`src/hw/rtl/mpt_pkg.sv`:
```
// Shared types and constants for the Mandelbrot point test block.
`default_nettype none

package mpt_pkg;

  localparam int FRAC_BITS = 28;
  localparam int CW        = 32;                      // coordinate width
  localparam int PW        = 2 * CW;                  // product width
  localparam int NW        = PW + 2 - FRAC_BITS;      // width of an unsaturated new z part
  localparam int SW        = PW + 1;                  // width of the magnitude sum
  localparam int LIM_W     = 8;
  localparam logic [LIM_W-1:0] LIM_RESET = LIM_W'(100);
  localparam logic [SW-1:0]    ESC_BOUND = SW'(1) << (2 * FRAC_BITS + 2);  // 4.0 in product scale

  typedef struct packed {
    logic signed [CW-1:0] c_real;
    logic signed [CW-1:0] c_imag;
  } pt_in_t;

  typedef struct packed {
    logic             inside_res;
    logic [LIM_W-1:0] escape_count;
  } pt_res_t;

  // controller -> datapath
  typedef struct packed {
    logic load;
    logic mul;
    logic add;
    logic sqr;
    logic step;
  } dp_cmd_t;

  // datapath -> controller
  typedef struct packed {
    logic lim_zero;
    logic escaped;
    logic last;
  } dp_sts_t;

  typedef enum logic [5:0] {
    S_IDLE = 6'b000001,
    S_MUL  = 6'b000010,
    S_ADD  = 6'b000100,
    S_SQR  = 6'b001000,
    S_CHK  = 6'b010000,
    S_FIN  = 6'b100000
  } state_t;

endpackage

`default_nettype wire

```
`src/hw/rtl/mpt_ctrl.sv`:
```
// Controller: sequences load, multiply, add, square and check per iteration.
`default_nettype none

module mpt_ctrl (
  input  wire                      clk,
  input  wire                      rst,
  input  wire                      start,
  input  wire  mpt_pkg::dp_sts_t   sts,
  output mpt_pkg::dp_cmd_t         cmd,
  output logic                     busy,
  output logic                     done
);

  mpt_pkg::state_t state, state_next;

  always_ff @(posedge clk) begin
    if (rst) begin
      state <= mpt_pkg::S_IDLE;
    end else begin
      state <= state_next;
    end
  end

  always_comb begin
    state_next = state;
    cmd        = '0;
    case (state)
      mpt_pkg::S_IDLE: begin
        if (start) begin
          cmd.load   = 1'b1;
          state_next = sts.lim_zero ? mpt_pkg::S_FIN : mpt_pkg::S_MUL;
        end
      end
      mpt_pkg::S_MUL: begin
        cmd.mul    = 1'b1;
        state_next = mpt_pkg::S_ADD;
      end
      mpt_pkg::S_ADD: begin
        cmd.add    = 1'b1;
        state_next = mpt_pkg::S_SQR;
      end
      mpt_pkg::S_SQR: begin
        cmd.sqr    = 1'b1;
        state_next = mpt_pkg::S_CHK;
      end
      mpt_pkg::S_CHK: begin
        if (sts.escaped) begin
          state_next = mpt_pkg::S_FIN;
        end else begin
          cmd.step   = 1'b1;
          state_next = sts.last ? mpt_pkg::S_FIN : mpt_pkg::S_MUL;
        end
      end
      mpt_pkg::S_FIN: begin
        state_next = mpt_pkg::S_IDLE;
      end
      default: begin
        state_next = mpt_pkg::S_IDLE;
      end
    endcase
  end

  assign busy = (state != mpt_pkg::S_IDLE);
  assign done = (state == mpt_pkg::S_FIN);

endmodule

`default_nettype wire

```
`config.mk`:
```
export PLATFORM = sky130hd
export DESIGN_NAME = mpt_ctrl
export DESIGN_NICKNAME = d
export VERILOG_FILES = /design/src/hw/rtl/mpt_pkg.sv /design/src/hw/rtl/mpt_ctrl.sv
export SDC_FILE = /design/constraint.sdc
export NUM_CORES = 1
export LEC_CHECK = 0
export BUFFER_PORTS_ARGS = -buffer_cell sky130_fd_sc_hd__buf_2
export CAP_MARGIN = 20
export CORE_AREA = 4 4 41 43
export DETAILED_ROUTE_END_ITERATION = 10
export DIE_AREA = 0 0 45 47
export HOLD_SLACK_MARGIN = 0.03
export PLACE_DENSITY_LB_ADDON = 0.3
export SLEW_MARGIN = 10
export SYNTH_ARGS = -nofsm -noshare
export SYNTH_HDL_FRONTEND = slang
export SYNTH_SLANG_ARGS = --single-unit
```
`constraint.sdc`:
```
create_clock -name clk -period 1.6 [get_ports clk]
set_clock_uncertainty 0.05 [all_clocks]
set_input_delay 0.08 -clock clk [delete_from_list [all_inputs] [get_ports clk]]
set_output_delay 0.08 -clock clk [all_outputs]
set_load 0.05 [all_outputs]
```
==> impl_metrics.py <==
metrics = {
    "global_route": {
        "grt_pass1_wl_um": 1480,
        "groute.usage.overall_pct": 9.88,
        "first_global_vias": 370,
        "globalRouteOverflowTotal": 0,
        "antenna_found_initial": 0,
        "grt_max_degree": 9,
    },
    "synth": {
        "syn_nets": 50,
        "postSynthCellCount": 44,
        "synth.avg_cell_area_um2": 8.47,
        "synth_top_cell_by_area": "sky130_fd_sc_hd__dfxtp_1",
        "synthDistinctLibCells": 23,
        "seq_area_frac_synth_pct": 32.2,
        "synthDominantCellAreaShare_pct": 32.2,
        "synth_enable_flop_cells": 0,
        "synth_top_flop_cell": "sky130_fd_sc_hd__dfxtp_1",
        "async_reset_ff_share_pct": 0,
        "mappedNetlistArea_um2": 373,
        "synthTopCellsByCount": "6 x sky130_fd_sc_hd__dfxtp_1, 6 x sky130_fd_sc_hd__nor2_1, 4 x sky130_fd_sc_hd__nand2_1",
        "synth-seq-cells": 6,
        "yosys_warnings": 0,
        "synth_top_cells_by_area": "sky130_fd_sc_hd__dfxtp_1 32%, sky130_fd_sc_hd__nor3b_2 6.7%, sky130_fd_sc_hd__nor2_1 6.0%",
    },
    "run_status": {
        "violations": "setup timing",
        "outcome": "finished with violations",
    },
    "hold_path": {
        "cell_count_of_the_worst_hold_path": 3,
        "hold_start": "sts[2]",
        "hold_path.class": "in -> reg",
        "hold-path-endpoint": "state[5]$_SDFFE_PP0P_",
    },
    "worst_setup_path": {
        "startpoint_class_of_the_critical_path": "register",
        "crit_required_ns": 1.47,
        "rr_startpoint": "state[4]$_SDFFE_PP0P_",
        "crit_arrival_ns": 1.52,
        "critical_path.max_fanout": 8,
        "critPathKind": "reg -> out",
        "r2r_slack_ns": 0.15,
        "timing.reg2reg.worst_path_depth": 3,
        "cp-end-kind": "output port",
        "crit-reg2reg-capture": "state[1]$_SDFFE_PP0P_",
    },
    "drt": {
        "via_per_inst": 5.03,
        "wl_per_cell_um": 11.4,
        "drc": 0,
        "finalWirelength_um": 886,
        "route.antenna.remaining_nets": 0,
        "drt_pre_antenna_iters": 4,
        "route.vias.total": 392,
        "drtIter0Drc": 6,
    },
    "clock_network": {
        "cts_buffers": 3,
        "cts.sinks": 6,
        "worst_setup_hold_path_clk_slew_ns": 0.05,
        "cts.root.buffer_cell": "sky130_fd_sc_hd__clkbuf_4",
        "insertion_delay_ns": 0.25,
        "h_tree_lvls": 1,
        "clock_path_buffers": 2,
        "tritoncts_clock_tree": "yes",
    },
    "floorplanning": {
        "die_y_um": 47,
        "floorplan_core_area_um2": 1300,
        "fp-row-count": 13,
        "floorplan.die_area_um2": 2120,
        "floorplan.io_pins": 13,
        "initial_utilization_pct": 28.7,
        "die_w_um": 45,
    },
    "finish": {
        "largest_register_by_flop_count": "state",
        "syn_to_final_growth_pct": 54.4,
        "reg_top3": "state (6)",
        "post-route-util_pct": 44.2,
        "nNetsFinal": 71,
        "finish.cell_count_without_fillers": 78,
        "largest_register_ff_count": 6,
        "share_of_layout_cells_above_drive_strength_1_pct": 52.4,
        "diodes": 0,
    },
    "placed_design": {
        "routabilityCongestion": 0.713,
        "portBuffers": 12,
        "dp.final_hpwl_um": 671,
        "dp.cells": 74,
    },
    "timing": {
        "setup_viol_count_final": 3,
        "layout_setup_ws_ns": -0.0488,
        "period_needed_ns": 1.65,
        "holdWs_ns": 0.0506,
        "unrepaired_setup_endpoints_after_global_routing": "true",
        "worst_slew_pin_slew_ns": 0.354,
        "fmax_ghz": 0.606,
        "relSlewSlack_pct": 76.1,
        "hold_violations": 0,
        "final_max_slew_viol_count": 0,
        "layout_worst_path_cycle_share_pct": 103,
    },
    "power": {
        "ir_worst_vdd_mv": 0.481,
        "power.leakage_nw": 0.239,
        "power_density_nw_per_um2": 885,
    },
    "job": {
        "maxCapViolCount": 0,
    },
}
critical path: stages, from the launching register on:
cell and delay [ns]:
sky130_fd_sc_hd__dfxtp_2 0.35, sky130_fd_sc_hd__or4_4 0.55, sky130_fd_sc_hd__nor3b_2 0.19, sky130_fd_sc_hd__buf_6 0.18
power breakdown:
group          switching (mW)  internal, mW  leakage [nW]
combinational           0.107        0.0789         0.175
clock                  0.0589        0.0851        0.0138
sequential             0.0176         0.162        0.0495
total                   0.183         0.326         0.239
final cells by class:
| class | count | area [µm²] |
|---|---|---|
| tap | 15 | 18.8 |
| fill | 138 | 726 |
| multi-input combinational | 35 | 268 |
| timing repair buffer | 19 | 143 |
| clock buffer | 3 | 22.5 |
| sequential | 6 | 124 |
cells by family (layout without fill, tap and decap cells):
kind of cell / Yosys count / after routing / synth area share (%)
simple gates: 29 / 29 / 49.7
buf+inv: 3 / 22 / 6.04
compound gates: 5 / 5 / 9.73
xor+xnor: 1 / 1 / 2.35
flops: 6 / 6 / 32.2
layout by cell type (no fill, tap or decap):
cell type                       count
sky130_fd_sc_hd__o31a_2             1
sky130_fd_sc_hd__nand3b_1           2
sky130_fd_sc_hd__nor4b_1            1
sky130_fd_sc_hd__or4_4              2
sky130_fd_sc_hd__nor2_4             1
sky130_fd_sc_hd__nor4_1             2
sky130_fd_sc_hd__buf_6              4
sky130_fd_sc_hd__nand3_1            2
sky130_fd_sc_hd__and2b_1            2
sky130_fd_sc_hd__nor2_1             4
sky130_fd_sc_hd__nor3b_4            2
sky130_fd_sc_hd__dlygate4sd3_1      1
sky130_fd_sc_hd__nor4b_2            1
sky130_fd_sc_hd__or4b_1             1
sky130_fd_sc_hd__buf_2              7
sky130_fd_sc_hd__nor2_2             1
sky130_fd_sc_hd__nand2_1            4
sky130_fd_sc_hd__xnor2_1            1
sky130_fd_sc_hd__a21oi_1            2
sky130_fd_sc_hd__o31ai_1            1
sky130_fd_sc_hd__nor3_1             2
sky130_fd_sc_hd__and3_1             1
sky130_fd_sc_hd__dfxtp_2            3
sky130_fd_sc_hd__dfxtp_1            3
sky130_fd_sc_hd__o311ai_1           1
sky130_fd_sc_hd__clkbuf_4           4
sky130_fd_sc_hd__nor3b_2            1
sky130_fd_sc_hd__buf_4              6
repair_timing:
| item | 4_1_cts | 5_1_grt |
|---|---|---|
| resized for setup | 14 | 1 |
| setup endpoints to repair | 7 | 7 |
| pin swaps | 1 | 0 |
| setup buffers | 0 | 0 |
| hold buffers | 1 | 0 |
| hold endpoints to repair | 1 | 0 |
stage by stage:
stage               area, µm²  worst slack, ns  power (mW)  setup TNS (ns)
floorplan                 398           -0.167       0.308          -0.495
global placement          499            0.108       0.354               0
detailed placement        499           0.0950       0.354               0
CTS                       573          -0.0632       0.515          -0.178
global route              576           -0.110       0.535          -0.560
finish                    576          -0.0488       0.509          -0.139
layer usage:
layer,track usage [%],up-vias,wire length (µm)
met5,0,-,0
met4,7.02,0,15
met3,1.15,2,46
met2,15.3,14,397
met1,12.8,174,427
li1,-,202,-
worst max path at each step:
stage	from	endpoint	cells after the start
after detailed placement	state[4]$_SDFFE_PP0P_	done	3
after global routing	state[4]$_SDFFE_PP0P_	cmd[2]	3
after global placement	state[4]$_SDFFE_PP0P_	cmd[3]	3
final	state[4]$_SDFFE_PP0P_	done	3
after CTS	state[4]$_SDFFE_PP0P_	cmd[2]	3
after floorplan	state[3]$_SDFFE_PP0P_	state[3]$_SDFFE_PP0P_	4
(Power assumes the default switching activity.)
